File: src/hdl/sfrc_pkg.sv
// Shared types, codes and helpers for the serial frame retry controller.
package sfrc_pkg;

  localparam int unsigned CfgAddrW = 5;

  // Register indexes (word address bits)
  localparam logic [2:0] REG_MAX_ATTEMPTS   = 3'd0;
  localparam logic [2:0] REG_MAX_TIMEOUTS   = 3'd1;
  localparam logic [2:0] REG_MAX_RESP       = 3'd2;
  localparam logic [2:0] REG_REQ_TYPE       = 3'd3;
  localparam logic [2:0] REG_RESP_TYPE      = 3'd4;
  localparam logic [2:0] REG_MIN_LEN        = 3'd5;
  localparam logic [2:0] REG_TYPE_OFFSET    = 3'd6;

  // Reset values
  localparam logic [5:0] RST_MAX_ATTEMPTS = 6'd20;
  localparam logic [5:0] RST_MAX_TIMEOUTS = 6'd3;
  localparam logic [5:0] RST_MAX_RESP     = 6'd3;
  localparam logic [7:0] RST_REQ_TYPE     = 8'd0;
  localparam logic [7:0] RST_RESP_TYPE    = 8'd1;
  localparam logic [7:0] RST_MIN_LEN      = 8'd4;
  localparam logic [7:0] RST_TYPE_OFFSET  = 8'd1;

  // Item modes
  localparam logic [1:0] MODE_START        = 2'd0;
  localparam logic [1:0] MODE_LINK_EVENT   = 2'd1;
  localparam logic [1:0] MODE_BACKOFF_DONE = 2'd2;

  // Link status codes
  localparam logic [2:0] LS_ACK         = 3'd0;
  localparam logic [2:0] LS_FRAME       = 3'd1;
  localparam logic [2:0] LS_CANCEL      = 3'd2;
  localparam logic [2:0] LS_ACK_TIMEOUT = 3'd3;
  localparam logic [2:0] LS_RX_TIMEOUT  = 3'd4;
  localparam logic [2:0] LS_NAK         = 3'd5;

  typedef struct packed {
    logic [1:0] mode;
    logic [7:0] command;
    logic       want_response;
    logic [2:0] link_status;
    logic [7:0] frame_type;
    logic [7:0] frame_command;
    logic [7:0] frame_length;
  } in_t;

  typedef struct packed {
    logic       transmit;
    logic       start_backoff;
    logic       enqueue_request;
    logic       restart_link;
    logic       done_res;
    logic       success;
    logic [5:0] attempt;
    logic [7:0] response_length;
  } out_t;

  typedef struct packed {
    logic [5:0] max_attempts;
    logic [5:0] max_timeouts;
    logic [5:0] max_response_frames;
    logic [7:0] request_type_code;
    logic [7:0] response_type_code;
    logic [7:0] min_frame_length;
    logic [7:0] type_offset;
  } cfg_t;

  function automatic logic [5:0] sat_inc6(input logic [5:0] v);
    sat_inc6 = (v == 6'h3f) ? v : v + 6'd1;
  endfunction

endpackage

File: src/hdl/sfrc_cfg.sv
// APB-style register file holding the controller limits and type codes.
module sfrc_cfg (
  input  logic                           clk,
  input  logic                           rst_n,
  input  logic                           psel,
  input  logic                           penable,
  input  logic                           pwrite,
  input  logic [sfrc_pkg::CfgAddrW-1:0]  paddr,
  input  logic [31:0]                    pwdata,
  output logic [31:0]                    prdata,
  output logic                           pready,
  output sfrc_pkg::cfg_t                 cfg
);

  sfrc_pkg::cfg_t cfg_r;
  logic           wr_en;
  logic [2:0]     idx;

  assign pready = 1'b1;
  assign wr_en  = psel && penable && pwrite;
  assign idx    = paddr[4:2];
  assign cfg    = cfg_r;

  always_ff @(posedge clk) begin
    if (!rst_n) begin
      cfg_r.max_attempts        <= sfrc_pkg::RST_MAX_ATTEMPTS;
      cfg_r.max_timeouts        <= sfrc_pkg::RST_MAX_TIMEOUTS;
      cfg_r.max_response_frames <= sfrc_pkg::RST_MAX_RESP;
      cfg_r.request_type_code   <= sfrc_pkg::RST_REQ_TYPE;
      cfg_r.response_type_code  <= sfrc_pkg::RST_RESP_TYPE;
      cfg_r.min_frame_length    <= sfrc_pkg::RST_MIN_LEN;
      cfg_r.type_offset         <= sfrc_pkg::RST_TYPE_OFFSET;
    end else if (wr_en) begin
      case (idx)
        sfrc_pkg::REG_MAX_ATTEMPTS: cfg_r.max_attempts        <= pwdata[5:0];
        sfrc_pkg::REG_MAX_TIMEOUTS: cfg_r.max_timeouts        <= pwdata[5:0];
        sfrc_pkg::REG_MAX_RESP:     cfg_r.max_response_frames <= pwdata[5:0];
        sfrc_pkg::REG_REQ_TYPE:     cfg_r.request_type_code   <= pwdata[7:0];
        sfrc_pkg::REG_RESP_TYPE:    cfg_r.response_type_code  <= pwdata[7:0];
        sfrc_pkg::REG_MIN_LEN:      cfg_r.min_frame_length    <= pwdata[7:0];
        sfrc_pkg::REG_TYPE_OFFSET:  cfg_r.type_offset         <= pwdata[7:0];
        default: ;
      endcase
    end
  end

  always_comb begin
    case (idx)
      sfrc_pkg::REG_MAX_ATTEMPTS: prdata = {26'd0, cfg_r.max_attempts};
      sfrc_pkg::REG_MAX_TIMEOUTS: prdata = {26'd0, cfg_r.max_timeouts};
      sfrc_pkg::REG_MAX_RESP:     prdata = {26'd0, cfg_r.max_response_frames};
      sfrc_pkg::REG_REQ_TYPE:     prdata = {24'd0, cfg_r.request_type_code};
      sfrc_pkg::REG_RESP_TYPE:    prdata = {24'd0, cfg_r.response_type_code};
      sfrc_pkg::REG_MIN_LEN:      prdata = {24'd0, cfg_r.min_frame_length};
      sfrc_pkg::REG_TYPE_OFFSET:  prdata = {24'd0, cfg_r.type_offset};
      default:                    prdata = 32'd0;
    endcase
  end

endmodule

File: src/hdl/sfrc_core.sv
// Exchange state machine: one link decision per beat, state updated on step.
module sfrc_core (
  input  logic                clk,
  input  logic                rst_n,
  input  logic                step,
  input  sfrc_pkg::in_t       item,
  input  sfrc_pkg::cfg_t      cfg,
  output sfrc_pkg::out_t      res
);

  typedef enum logic [1:0] {
    PH_IDLE     = 2'd0,
    PH_WAIT_ACK = 2'd1,
    PH_BACKOFF  = 2'd2,
    PH_RESPONSE = 2'd3
  } phase_t;

  phase_t     phase_r, phase_nxt;
  logic [7:0] cmd_r, cmd_nxt;
  logic       want_r, want_nxt;
  logic [5:0] attempt_r, attempt_nxt;
  logic [5:0] streak_r, streak_nxt;
  logic [5:0] seen_r, seen_nxt;

  logic       is_req;
  logic       finished;
  logic       backoff;
  logic       matched;

  assign is_req = (item.frame_length > cfg.type_offset) &&
                  (item.frame_type == cfg.request_type_code);

  always_comb begin
    phase_nxt   = phase_r;
    cmd_nxt     = cmd_r;
    want_nxt    = want_r;
    attempt_nxt = attempt_r;
    streak_nxt  = streak_r;
    seen_nxt    = seen_r;
    res         = '0;
    finished    = 1'b0;
    backoff     = 1'b1;
    matched     = 1'b0;

    case (item.mode)
      sfrc_pkg::MODE_START: begin
        if (phase_r == PH_IDLE) begin
          cmd_nxt     = item.command;
          want_nxt    = item.want_response;
          attempt_nxt = 6'd1;
          streak_nxt  = '0;
          seen_nxt    = '0;
          res.transmit = 1'b1;
          phase_nxt   = PH_WAIT_ACK;
        end
      end
      sfrc_pkg::MODE_BACKOFF_DONE: begin
        if (phase_r == PH_BACKOFF) begin
          attempt_nxt  = sfrc_pkg::sat_inc6(attempt_r);
          res.transmit = 1'b1;
          phase_nxt    = PH_WAIT_ACK;
        end
      end
      sfrc_pkg::MODE_LINK_EVENT: begin
        case (phase_r)
          PH_IDLE, PH_BACKOFF: begin
            res.enqueue_request = (item.link_status == sfrc_pkg::LS_FRAME) && is_req;
          end
          PH_WAIT_ACK: begin
            case (item.link_status)
              sfrc_pkg::LS_ACK: begin
                finished = 1'b1;
                if (want_r) begin
                  seen_nxt  = '0;
                  phase_nxt = PH_RESPONSE;
                end else begin
                  res.done_res = 1'b1;
                  res.success  = 1'b1;
                  phase_nxt    = PH_IDLE;
                end
              end
              sfrc_pkg::LS_FRAME: begin
                streak_nxt          = '0;
                res.enqueue_request = is_req;
              end
              sfrc_pkg::LS_CANCEL: streak_nxt = '0;
              sfrc_pkg::LS_ACK_TIMEOUT: begin
                streak_nxt = sfrc_pkg::sat_inc6(streak_r);
                if (streak_nxt >= cfg.max_timeouts) begin
                  res.restart_link = 1'b1;
                  res.done_res     = 1'b1;
                  finished         = 1'b1;
                  phase_nxt        = PH_IDLE;
                end
              end
              sfrc_pkg::LS_RX_TIMEOUT: backoff = 1'b0;
              sfrc_pkg::LS_NAK: begin
                res.done_res = 1'b1;
                finished     = 1'b1;
                phase_nxt    = PH_IDLE;
              end
              default: ;
            endcase
            // Non-final event: give up, back off, or resend at once
            if (!finished) begin
              if (attempt_r >= cfg.max_attempts) begin
                res.done_res = 1'b1;
                phase_nxt    = PH_IDLE;
              end else if (backoff) begin
                res.start_backoff = 1'b1;
                phase_nxt         = PH_BACKOFF;
              end else begin
                attempt_nxt  = sfrc_pkg::sat_inc6(attempt_r);
                res.transmit = 1'b1;
              end
            end
          end
          PH_RESPONSE: begin
            if ((item.link_status == sfrc_pkg::LS_FRAME) &&
                (item.frame_length >= cfg.min_frame_length)) begin
              if (item.frame_type == cfg.response_type_code) begin
                if (item.frame_command == cmd_r) begin
                  matched             = 1'b1;
                  res.done_res        = 1'b1;
                  res.success         = 1'b1;
                  res.response_length = item.frame_length;
                  phase_nxt           = PH_IDLE;
                end
              end else begin
                res.enqueue_request = is_req;
              end
            end
            // Count every unmatched event against the response budget
            if (!matched) begin
              seen_nxt = sfrc_pkg::sat_inc6(seen_r);
              if (seen_nxt >= cfg.max_response_frames) begin
                res.done_res = 1'b1;
                phase_nxt    = PH_IDLE;
              end
            end
          end
          default: ;
        endcase
      end
      default: ;
    endcase

    res.attempt = attempt_nxt;
  end

  always_ff @(posedge clk) begin
    if (!rst_n) begin
      phase_r   <= PH_IDLE;
      cmd_r     <= '0;
      want_r    <= 1'b0;
      attempt_r <= '0;
      streak_r  <= '0;
      seen_r    <= '0;
    end else if (step) begin
      phase_r   <= phase_nxt;
      cmd_r     <= cmd_nxt;
      want_r    <= want_nxt;
      attempt_r <= attempt_nxt;
      streak_r  <= streak_nxt;
      seen_r    <= seen_nxt;
    end
  end

endmodule

File: src/hdl/serial_frame_retry_controller.sv
// Top level: input register, decision logic, result register and config port.
//
//   channel  direction  handshake              beat
//   in       input      in_valid / in_stall    sfrc_pkg::in_t
//   out      output     out_valid / out_stall  sfrc_pkg::out_t
//   cfg      input      psel/penable/pwrite    32-bit APB-style write/read
//
// Each beat passes through the input register and then the result
// register, one beat per cycle sustained while the output is not stalled.
// The decision and the state update happen as a beat moves from the input
// register into the result register. Synchronous active-low reset clears
// valids, exchange state and config registers. A stalled result holds;
// the input register still takes a beat and then stalls the input side.
module serial_frame_retry_controller (
  input  logic                          clk,
  input  logic                          rst_n,
  input  logic                          in_valid,
  output logic                          in_stall,
  input  sfrc_pkg::in_t                 in_data,
  output logic                          out_valid,
  input  logic                          out_stall,
  output sfrc_pkg::out_t                out_data,
  input  logic                          psel,
  input  logic                          penable,
  input  logic                          pwrite,
  input  logic [sfrc_pkg::CfgAddrW-1:0] paddr,
  input  logic [31:0]                   pwdata,
  output logic [31:0]                   prdata,
  output logic                          pready
);

  sfrc_pkg::cfg_t cfg;
  sfrc_pkg::in_t  s1_data_r;
  logic           s1_valid_r, s1_valid_nxt;
  sfrc_pkg::out_t out_data_r;
  sfrc_pkg::out_t res;
  logic           out_valid_r, out_valid_nxt;
  logic           s1_adv;
  logic           in_fire;

  sfrc_cfg u_cfg (
    .clk     (clk),
    .rst_n   (rst_n),
    .psel    (psel),
    .penable (penable),
    .pwrite  (pwrite),
    .paddr   (paddr),
    .pwdata  (pwdata),
    .prdata  (prdata),
    .pready  (pready),
    .cfg     (cfg)
  );

  sfrc_core u_core (
    .clk   (clk),
    .rst_n (rst_n),
    .step  (s1_adv),
    .item  (s1_data_r),
    .cfg   (cfg),
    .res   (res)
  );

  // Advance the input register whenever the result register is free
  assign s1_adv        = s1_valid_r && (!out_valid_r || !out_stall);
  assign in_stall      = s1_valid_r && !s1_adv;
  assign in_fire       = in_valid && !in_stall;
  assign s1_valid_nxt  = in_fire || (s1_valid_r && !s1_adv);
  assign out_valid_nxt = s1_adv || (out_valid_r && out_stall);

  assign out_valid = out_valid_r;
  assign out_data  = out_data_r;

  always_ff @(posedge clk) begin
    if (!rst_n) begin
      s1_valid_r  <= 1'b0;
      out_valid_r <= 1'b0;
    end else begin
      s1_valid_r  <= s1_valid_nxt;
      out_valid_r <= out_valid_nxt;
    end
    if (in_fire) begin
      s1_data_r <= in_data;
    end
    if (s1_adv) begin
      out_data_r <= res;
    end
  end

endmodule

File: config.mk
export PLATFORM = sky130hd
export DESIGN_NAME = serial_frame_retry_controller
export DESIGN_NICKNAME = d
export VERILOG_FILES = /design/src/hdl/sfrc_pkg.sv /design/src/hdl/sfrc_cfg.sv /design/src/hdl/sfrc_core.sv /design/src/hdl/serial_frame_retry_controller.sv
export SDC_FILE = /design/constraint.sdc
export NUM_CORES = 1
export LEC_CHECK = 0
export BUFFER_PORTS_ARGS = -buffer_cell sky130_fd_sc_hd__buf_4
export CORE_ASPECT_RATIO = 0.6
export CORE_MARGIN = 4
export CORE_UTILIZATION = 56
export CTS_BUF_LIST = sky130_fd_sc_hd__clkbuf_16
export DETAILED_ROUTE_END_ITERATION = 8
export HOLD_SLACK_MARGIN = 0.05
export PLACE_DENSITY = 0.8
export SLEW_MARGIN = 20
export SYNTH_ARGS = -nofsm -noshare
export SYNTH_HDL_FRONTEND = slang
export SYNTH_SLANG_ARGS = --single-unit
File: constraint.sdc
create_clock -name clk -period 3.7 [get_ports clk]
set_clock_uncertainty 0.05 [all_clocks]
set_input_delay 0.925 -clock clk [delete_from_list [all_inputs] [get_ports clk]]
set_output_delay 0.925 -clock clk [all_outputs]
set_load 0.02 [all_outputs]
==> qor.yml, run 1 <==
routing:
  viasPerCell: 5.669
  totalWireLength_microns: 17840
  first_iteration_detailed_routing_drc_count: 483
  routed.top_layer: "met4"
  dr_wl_met2_microns: 8048
  antenna_left: 0
  route.vias.total: 5624
  detail_route.drc_violations: 0
  wire_per_inst_microns: 17.99
  wl_met3_microns: 1423
  wl_on_met1_microns: 8119
  drt-pass1-iter-count: 6
floorplanning:
  chipWidth_microns: 156.9
  core_area_sq_um: 12930
  floorplan.die_area_sq_um: 15270
  start_util_pct: 57.58
  fp-row-count: 32
  die_height_microns: 97.32
  io_pins: 137
clocking:
  resized_gates_after_cts: 0
  tritoncts_clock_tree: "built"
  clk_pin_slew_ps: 60
  numCtsBuffers: 17
  clkLatencyLatePin_ps: 430
  ctsHtreeMaxLevel: 4
  post_cts_hold_buffer_count: 0
  clock-root-buffer: "clkbuf_16"
  post_cts.repair.setup_buffers: 0
  clock_sink_count: 139
  cts_buffer_depth: 2
final_layout:
  postLayoutCellArea_sq_um: 8757
  post_route_cells_drive_above_1_share_pct: 18.49
  post_layout_net_count: 928
  finish.cell_count_without_fillers: 992
  antenna_cells_inserted: 0
  syn2layout_area_growth_pct: 17.61
  filler_cell_count: 964
  final_util_pct: 67.71
sta:
  clock.fmax_ghz: 0.3110
  tightestPinTransition_ps: 890.4
  rsz0062_at_grt: "false"
  hold_violations: 0
  finalSetupViolCount: 0
  min_period_over_period_pct: 86.90
  period_minus_slack_ps: 3215
  fin_setup_tns_ps: 0
  maxSlewHeadroom_pct: 40.32
  timing.final.max_slew_violations: 0
synthesis:
  post-synth-top-area-cell: "edfxtp_1"
  register_area_share_after_synthesis_pct: 45.17
  synth.ff_latch_count: 139
  post_synth_inst_count: 727
  dominant_synthesized_flop_cell: "dfxtp_1"
  async_sr_flop_fraction_pct: 0
  mean_instance_size_in_the_synthesized_netlist_sq_um: 10.24
  post_synth_instance_area_sq_um: 7446
  synthMostInstantiatedCell: "dfxtp_1"
  post_synth_main_area_contributors: "edfxtp_1 23%, dfxtp_1 22%, mux2i_1 8.1%"
  synth_cell_types: 72
  synth_commonest_cells: "81 x dfxtp_1, 72 x nand2_1, 60 x mux2i_1"
  edff_count_synth: 58
  synthDominantCellAreaShare_pct: 23.39
  yosysWarningCount: 0
critical_path:
  worst_r2r_startpoint: "u_core.streak_r[0]"
  worst-path-max-fanout: 23
  cp_bufs_invs: 2
  path_delay_family: "simple AND/OR/NAND/NOR gates"
  cp.required_ps: 2720
  worst_path_max_stage_delay_ps: 500
  cp_data_arrival_time_ps: 2240
  worst_setup_path_start_kind: "input port"
  timing.critical_path.to_type: "output port"
  ff2ff_setup_slack_ps: 530
  r2r_end: "u_core.phase_r[1]"
  cell_type_of_the_slowest_stage_on_the_worst_timing_path: "nor2b_1"
  cp_cell_sequence: "buf_4 -> nor2b_1 -> a22o_1 -> nand2_1 -> o21ai_0 -> buf_4"
  critical-path-top-cell-by-count: "buf_4"
  timing_worst_setup_path_type: "in2out"
  r2r_cells: 11
placement:
  postPlaceCellArea_sq_um: 8139
  place.detailed.hpwl_microns: 13140
  io_buffers: 85
  placedCellCount: 960
  routabilityCongestion: 0.9326
pwr:
  cellLeakagePower_nw: 3.474
  maximum_vdd_drop_uv: 281.7
  powerDensity_nw_per_um2: 427.2
job:
  max_cap_violations: 0
global_route:
  overflow: 0
  via_count_of_the_first_global_routing_pass: 5663
  grt_first_pass_wirelength_microns: 29110
  groute.usage.overall_pct: 24.10
  largest_net_degree_at_the_start_of_global_routing: 54
  number_of_antenna_violations_at_the_first_check_in_global_routing: 0
hold_path:
  min-delay-path-class: "reg2reg"
  holdCritStartpoint: "u_core.cmd_r[7]"
  holdPathEnd: "u_core.cmd_r[7]"
  holdPathStages: 2
status:
  result_of_the_run: "complete, no violations"
layout by cell type, fill, tap and decap left out, types with 12 or more instances in the layout:
cell type	instances
nand2_1	72
nor2_1	20
conb_1	25
xor2_1	21
mux2i_1	60
edfxtp_1	58
dfxtp_1	81
o21ai_0	23
ha_1	37
buf_4	92
nor2b_1	54
nand3_1	12
a21oi_1	19
and2_1	13
nand2b_1	13
inv_1	38
clkbuf_16	18
sequential cells by signal, indices dropped and copies added, names as in the netlist:
name and cells:
out_data 20, out_valid 1, s1_data_r 38, s1_valid_r 1
u_cfg.cfg 50, u_core.attempt_r 6, u_core.cmd_r 8, u_core.phase_r 2
u_core.seen_r 6, u_core.streak_r 6, u_core.want_r 1
how the worst max path moves through the flow:
stage,start,to,cells past startpoint,slack [ps]
floorplan,out_stall,s1_data_r[0],2,330
global placement,paddr[2],prdata[7],6,550
detailed placement,paddr[2],prdata[7],6,540
CTS,paddr[2],prdata[7],6,520
global route,paddr[2],prdata[4],6,350
finish,paddr[2],prdata[7],6,480
layout make-up:
class                   count  area [sq um]  area share (%)
clock inverters            14         167.7           1.915
inverters                  37         138.9           1.586
well taps                 170         212.7           2.429
clock buffers              18         450.4           5.144
repair buffers             92         690.7           7.887
flip-flops and latches    139          3363           38.41
multi-input cells         522          3734           42.63
tightest hold or removal path: stages, from the launching register on:
cell	delay, ps
dfxtp_1	310
nand2_1	50
a21boi_0	60
routing by layer:
layer	up-vias	GRT usage, %
met2	230	36.56
met3	31	6.142
met1	2656	34.19
met5	-	0
met4	0	6.800
li1	2707	-
metrics by stage:
step                worst slack (ps)  hold WS (ps)  total power [mW]
finish                         484.9         423.9             3.741
global route                   347.7         449.5             3.867
CTS                            522.8         426.6             3.761
detailed placement             535.9         418.4             1.994
global placement               546.7         411.4             1.984
floorplan                      328.2         405.3             1.893
cells by family (layout without fill, tap and decap cells):
kind of cell | after synthesis | in the layout | share of synthesized area [%]
DFF | 139 | 139 | 45.17
adders and majority gates | 37 | 37 | 6.217
muxes | 74 | 74 | 10.79
xor gates and xnor gates | 29 | 29 | 3.411
and+or+nand+nor | 237 | 237 | 17.07
other | 2 | 25 | 0.1009
AOI/OAI and AO/OA | 120 | 120 | 11.29
buffers and inverters | 89 | 161 | 5.949
power by group:
group          switching (mW)  internal (mW)  leakage, nW
Combinational           0.168          0.122         1.95
Clock                   0.675           1.10        0.305
Sequential             0.0320           1.64         1.22
Total                   0.875           2.87         3.47
(Power assumes the default switching activity.)
==> inputs of run 2 (changes only) <==
==> constraint.sdc (replaced) <==
create_clock -name clk -period 3 [get_ports clk]
set_clock_uncertainty 0.05 [all_clocks]
set_input_delay 0.6 -clock clk [delete_from_list [all_inputs] [get_ports clk]]
set_output_delay 0.6 -clock clk [all_outputs]
set_load 0.02 [all_outputs]
==> qor.yml, run 2 (synthesis results as in run 1) <==
status:
  result_of_the_run: "complete, no violations"
clocking:
  clkLatencyLatePin_ps: 420  # about the same
  clock_sink_count: 139  # unchanged
  cts_buffer_depth: 2  # unchanged
  clock-root-buffer: "clkbuf_16"
  clk_pin_slew_ps: 60  # about the same
  ctsHtreeMaxLevel: 4  # unchanged
  post_cts_hold_buffer_count: 0  # unchanged
  numCtsBuffers: 17  # unchanged
  tritoncts_clock_tree: "built"
pwr:
  maximum_vdd_drop_uv: 310.2  # +10%
  powerDensity_nw_per_um2: 520.0  # +22%
  cellLeakagePower_nw: 3.528  # +1.5%
critical_path:
  ff2ff_setup_slack_ps: 150  # -380 ps
  worst_setup_path_start_kind: "flop"
  cp_data_arrival_time_ps: 3110  # +870 ps
  cp.required_ps: 3270  # +550 ps
  r2r_cells: 11  # unchanged
  timing.critical_path.to_type: "flop"
  worst_path_max_stage_delay_ps: 370  # -130 ps
  worst-path-max-fanout: 4  # -83%
  cp_bufs_invs: 1  # -1
  r2r_end: "u_core.phase_r[1]"
  path_delay_family: "compound AO/OA/AOI/OAI gates"
  timing_worst_setup_path_type: "reg2reg"
  cell_type_of_the_slowest_stage_on_the_worst_timing_path: "dfxtp_4"
  cp_cell_sequence: "ha_2 -> and2_4 -> nand4_1 -> buf_4 -> mux2_4 -> ha_1 -> a211oi_2 -> o21ai_0 -> o2111a_2 -> o31a_1 -> o41ai_2"
  worst_r2r_startpoint: "u_core.streak_r[0]"
floorplanning:
  start_util_pct: 57.58  # unchanged
  chipWidth_microns: 156.9  # unchanged
  floorplan.die_area_sq_um: 15270  # unchanged
  fp-row-count: 32  # unchanged
  die_height_microns: 97.32  # unchanged
  core_area_sq_um: 12930  # unchanged
  io_pins: 137  # unchanged
placement:
  io_buffers: 85  # unchanged
  routabilityCongestion: 0.9478  # +1.6%
  placedCellCount: 963  # +0.31%
  place.detailed.hpwl_microns: 13310  # +1.3%
  preCtsSetupSlack_ps: 14.82  # -521.0 ps
job:
  max_cap_violations: 0  # unchanged
sta:
  worst_slack_setup_final_ps: 154.1  # -330.8 ps
  finalSetupViolCount: 0  # unchanged
  hold_violations: 0  # unchanged
  tightestPinTransition_ps: 685.5  # -204.8 ps
  timing.final.max_slew_violations: 0  # unchanged
  period_minus_slack_ps: 2846
  clock.fmax_ghz: 0.3514
  maxSlewHeadroom_pct: 54.13  # +14 points
  min_period_over_period_pct: 94.86
final_layout:
  post_route_cells_drive_above_1_share_pct: 20.87  # +2.4 points
  finish.cell_count_without_fillers: 999  # +0.71%
  layout.cells.most_common: "buf_4"
  post_layout_net_count: 935  # +0.75%
  filler_cell_count: 951  # -1.3%
  syn2layout_area_growth_pct: 18.94
  antenna_cells_inserted: 0  # unchanged
  flip_flop_count_of_the_largest_register_after_layout: 50  # unchanged
  most-common-layout-cells: "99 x buf_4, 78 x dfxtp_1, 72 x nand2_1"
  final_util_pct: 68.48  # +0.76 points
global_route:
  number_of_antenna_violations_at_the_first_check_in_global_routing: 0  # unchanged
  groute.usage.overall_pct: 24.50  # +0.41 points
  overflow: 0  # unchanged
  grt_first_pass_wirelength_microns: 29920  # +2.8%
  largest_net_degree_at_the_start_of_global_routing: 46  # -15%
  via_count_of_the_first_global_routing_pass: 5846  # +3.2%
routing:
  detail_route.drc_violations: 0  # unchanged
  wire_per_inst_microns: 18.29  # +1.7%
  routed.top_layer: "met4"
  dr_wl_met2_microns: 8251  # +2.5%
  route.vias.total: 5757  # +2.4%
  drt-pass1-iter-count: 5  # -1
  totalWireLength_microns: 18270  # +2.4%
  wl_on_met1_microns: 8233  # +1.4%
  antenna_left: 0  # unchanged
  first_iteration_detailed_routing_drc_count: 436  # -9.7%
  wl_met3_microns: 1509  # +6.0%
  viasPerCell: 5.763  # +1.6%
hold_path:
  holdPathEnd: "s1_data_r[16]"
  holdCritStartpoint: "in_data[16]"
  min-delay-path-class: "in2reg"
  holdPathStages: 1  # -1
## run 2: worst max-delay path by stage
stage	from	end	slack (ps)	depth (start not counted)
2_1_floorplan	paddr[4]	prdata[0]	300	6
4_1_cts	u_core.streak_r[1]	u_core.phase_r[1]	4	11
3_3_place_gp	u_core.streak_r[0]	u_core.phase_r[1]	190	11
3_5_place_dp	u_core.streak_r[0]	u_core.phase_r[1]	10	11
6_report	u_core.streak_r[0]	u_core.phase_r[1]	150	11
5_1_grt	u_core.streak_r[0]	u_core.phase_r[1]	-50	11
## run 2: where the power goes
part | internal, mW | leakage [nW] | switching, mW | total [mW]
clock | 1.32 | 0.298 | 0.853 | 2.18
sequential | 2.02 | 1.22 | 0.0412 | 2.07
combinational | 0.151 | 2.01 | 0.211 | 0.363
total | 3.50 | 3.53 | 1.10 | 4.60
## run 2: layer usage
layer,up-vias,GRT usage (%)
met2,249,37.35
met4,0,6.733
met5,-,0
li1,2722,-
met3,30,6.542
met1,2756,34.51
## run 2: metrics by stage
stage | hold slack [ps] | power (mW) | instance area, sq um | setup TNS (ps)
CTS | 292.8 | 4.630 | 8802 | 0
global route | 290.1 | 4.765 | 8856 | -52.28
global placement | 412.1 | 2.448 | 8162 | 0
floorplan | 405.3 | 2.334 | 7535 | 0
detailed placement | 417.8 | 2.463 | 8162 | 0
finish | 303.3 | 4.605 | 8856 | 0
## run 2: area by class of cell
cell class | instances | area (sq um) | area share (%)
clock buffers | 17 | 425.4 | 4.804
flip-flops and latches | 139 | 3369 | 38.05
inverters | 37 | 138.9 | 1.568
well taps | 170 | 212.7 | 2.402
multi-input cells | 522 | 3780 | 42.68
repair buffers | 99 | 743.2 | 8.392
clock inverters | 15 | 186.4 | 2.105
## run 2: timing repair
action | 4_1_cts | 5_1_grt
resized for setup | 3 | 12
endpoints found under the hold margin | 0 | 0
setup endpoints to repair | 1 | 4
pin swaps | 1 | 3
setup buffers | 2 | 2
==> inputs of run 3 (changes only) <==
- SETUP_SLACK_MARGIN: default -> 0.3
- SKIP_LAST_GASP: default -> 1
==> qor.yml, run 3 (synthesis results as in run 1) <==
final_layout:
  flip_flop_count_of_the_largest_register_after_layout: 50  # unchanged
  syn2layout_area_growth_pct: 21.24
  layout.cells.most_common: "buf_4"
  post_layout_net_count: 945  # +1.1%
  postLayoutCellArea_sq_um: 9027  # +1.9%
  filler_cell_count: 978  # +2.8%
  post_route_cells_drive_above_1_share_pct: 23.72  # +2.9 points
  most-common-layout-cells: "107 x buf_4, 77 x dfxtp_1, 72 x nand2_1"
  antenna_cells_inserted: 0  # unchanged
  final_util_pct: 69.80  # +1.3 points
critical_path:
  timing.critical_path.to_type: "flop"
  cp_data_arrival_time_ps: 2930  # -180 ps
  cp.required_ps: 3270  # about the same
  worst_setup_path_start_kind: "flop"
  timing_worst_setup_path_type: "reg2reg"
  worst-path-max-fanout: 4  # unchanged
clocking:
  clock-root-buffer: "clkbuf_16"
  numCtsBuffers: 17  # unchanged
  clock_sink_count: 139  # unchanged
  cts_buffer_depth: 2  # unchanged
  ctsHtreeMaxLevel: 4  # unchanged
  clk_pin_slew_ps: 70  # about the same
  clkLatencyLatePin_ps: 430  # about the same
  tritoncts_clock_tree: "built"
sta:
  rsz0062_at_grt: "true"
  clock.fmax_ghz: 0.3771  # +7.3%
  worst_slack_setup_final_ps: 348.1  # +194.0 ps
  timing.final.max_slew_violations: 0  # unchanged
  tightestPinTransition_ps: 686.6  # +1.098 ps
  hold_violations: 0  # unchanged
  period_minus_slack_ps: 2652  # -194.0 ps
  finalSetupViolCount: 0  # unchanged
  fin_setup_tns_ps: 0  # unchanged
  maxSlewHeadroom_pct: 54.05  # -0.074 points
  fin_hold_ws_ps: 289.9  # -13.33 ps
  min_period_over_period_pct: 88.40  # -6.5 points
status:
  result_of_the_run: "complete, no violations"
placement:
  routabilityCongestion: 0.9281  # -2.1%
  place.detailed.hpwl_microns: 13190  # -0.90%
  preCtsSetupSlack_ps: 94.47  # +79.65 ps
  io_buffers: 85  # unchanged
  postPlaceCellArea_sq_um: 8169  # about the same
routing:
  route.vias.total: 5863  # +1.8%
  viasPerCell: 5.811  # +0.83%
  drt-pass1-iter-count: 6  # +1
  antenna_left: 0  # unchanged
  wire_per_inst_microns: 18.47  # +1.0%
  totalWireLength_microns: 18640  # +2.0%
  detail_route.drc_violations: 0  # unchanged
  first_iteration_detailed_routing_drc_count: 544  # +25%
hold_path:
  min-delay-path-class: "in2reg"
floorplanning:
  io_pins: 137  # unchanged
  die_height_microns: 97.32  # unchanged
  chipWidth_microns: 156.9  # unchanged
  start_util_pct: 57.58  # unchanged
  core_area_sq_um: 12930  # unchanged
  fp-row-count: 32  # unchanged
  floorplan.die_area_sq_um: 15270  # unchanged
pwr:
  maximum_vdd_drop_uv: 311.7  # +0.49%
  powerDensity_nw_per_um2: 487.2  # -6.3%
  cellLeakagePower_nw: 3.576  # +1.4%
global_route:
  largest_net_degree_at_the_start_of_global_routing: 65  # +41%
  grt_first_pass_wirelength_microns: 29620  # -0.99%
  number_of_antenna_violations_at_the_first_check_in_global_routing: 0  # unchanged
  overflow: 0  # unchanged
  groute.usage.overall_pct: 24.34  # -0.16 points
  via_count_of_the_first_global_routing_pass: 5816  # -0.51%
job:
  max_cap_violations: 0  # unchanged
run 3: cell types whose count changed in the layout (fill, tap and decap cells not counted), sizes merged:
cell,delta
buf,+10
bufinv,-3
clkinv,+1
inv,+2
run 3: report_power, final:
group | internal, mW | leakage [nW] | total (mW) | switching [mW]
clock | 1.09 | 0.269 | 1.97 | 0.885
sequential | 2.02 | 1.22 | 2.06 | 0.0410
combinational | 0.153 | 2.09 | 0.365 | 0.212
run 3: per-layer routing:
| metal | global-route usage (%) | wire length, microns | up-vias |
|---|---|---|---|
| met5 | 0 | 0 | - |
| met4 | 6.333 | 355 | 0 |
| met3 | 6.008 | 1565 | 34 |
| met2 | 36.89 | 8426 | 268 |
| met1 | 34.90 | 8294 | 2816 |
| li1 | - | - | 2745 |
run 3: final timing paths:
path / from / to / slack [ps] / cells after the start
worst max-delay path: u_core.streak_r[1] / u_core.phase_r[1] / 350 / 12
worst min-delay path: in_data[17] / s1_data_r[17] / 290 / 1
worst max register to register: u_core.streak_r[1] / u_core.phase_r[1] / 350 / 12
worst min register to register: u_core.cmd_r[2] / u_core.cmd_r[2] / 430 / 2
run 3: timing repair:
action	4_1_cts	5_1_grt
setup endpoints to repair	6	9
hold buffers	0	0
pin swaps	5	16
hold endpoints to repair	0	0
setup buffers	6	7
gates resized for setup	22	21
run 3: layout make-up:
class	instances	area (sq um)	area share, %
Sequential cell	139	3376	37.39
Tap cell	170	212.7	2.356
Inverter	37	138.9	1.538
Timing Repair Buffer	109	825.8	9.148
Clock inverter	15	127.6	1.414
Multi-Input combinational cell	522	3921	43.44
Clock buffer	17	425.4	4.712
run 3: critical path, stage by stage, from the launching register on:
cell	delay [ps]
dfxtp_2	360
ha_4	140
and2_4	140
nand4_1	110
buf_6	170
xnor2_4	170
ha_4	220
nand2b_4	130
a211oi_2	210
o21ai_1	100
o2111a_2	190
o31a_1	300
o41ai_2	260
run 3: stage by stage:
stage	std cells	total power [mW]
after CTS	1002	4.420
after floorplan	750	2.334
final	1009	4.398
after global routing	1009	4.539
after global placement	964	2.449
after detailed placement	964	2.461
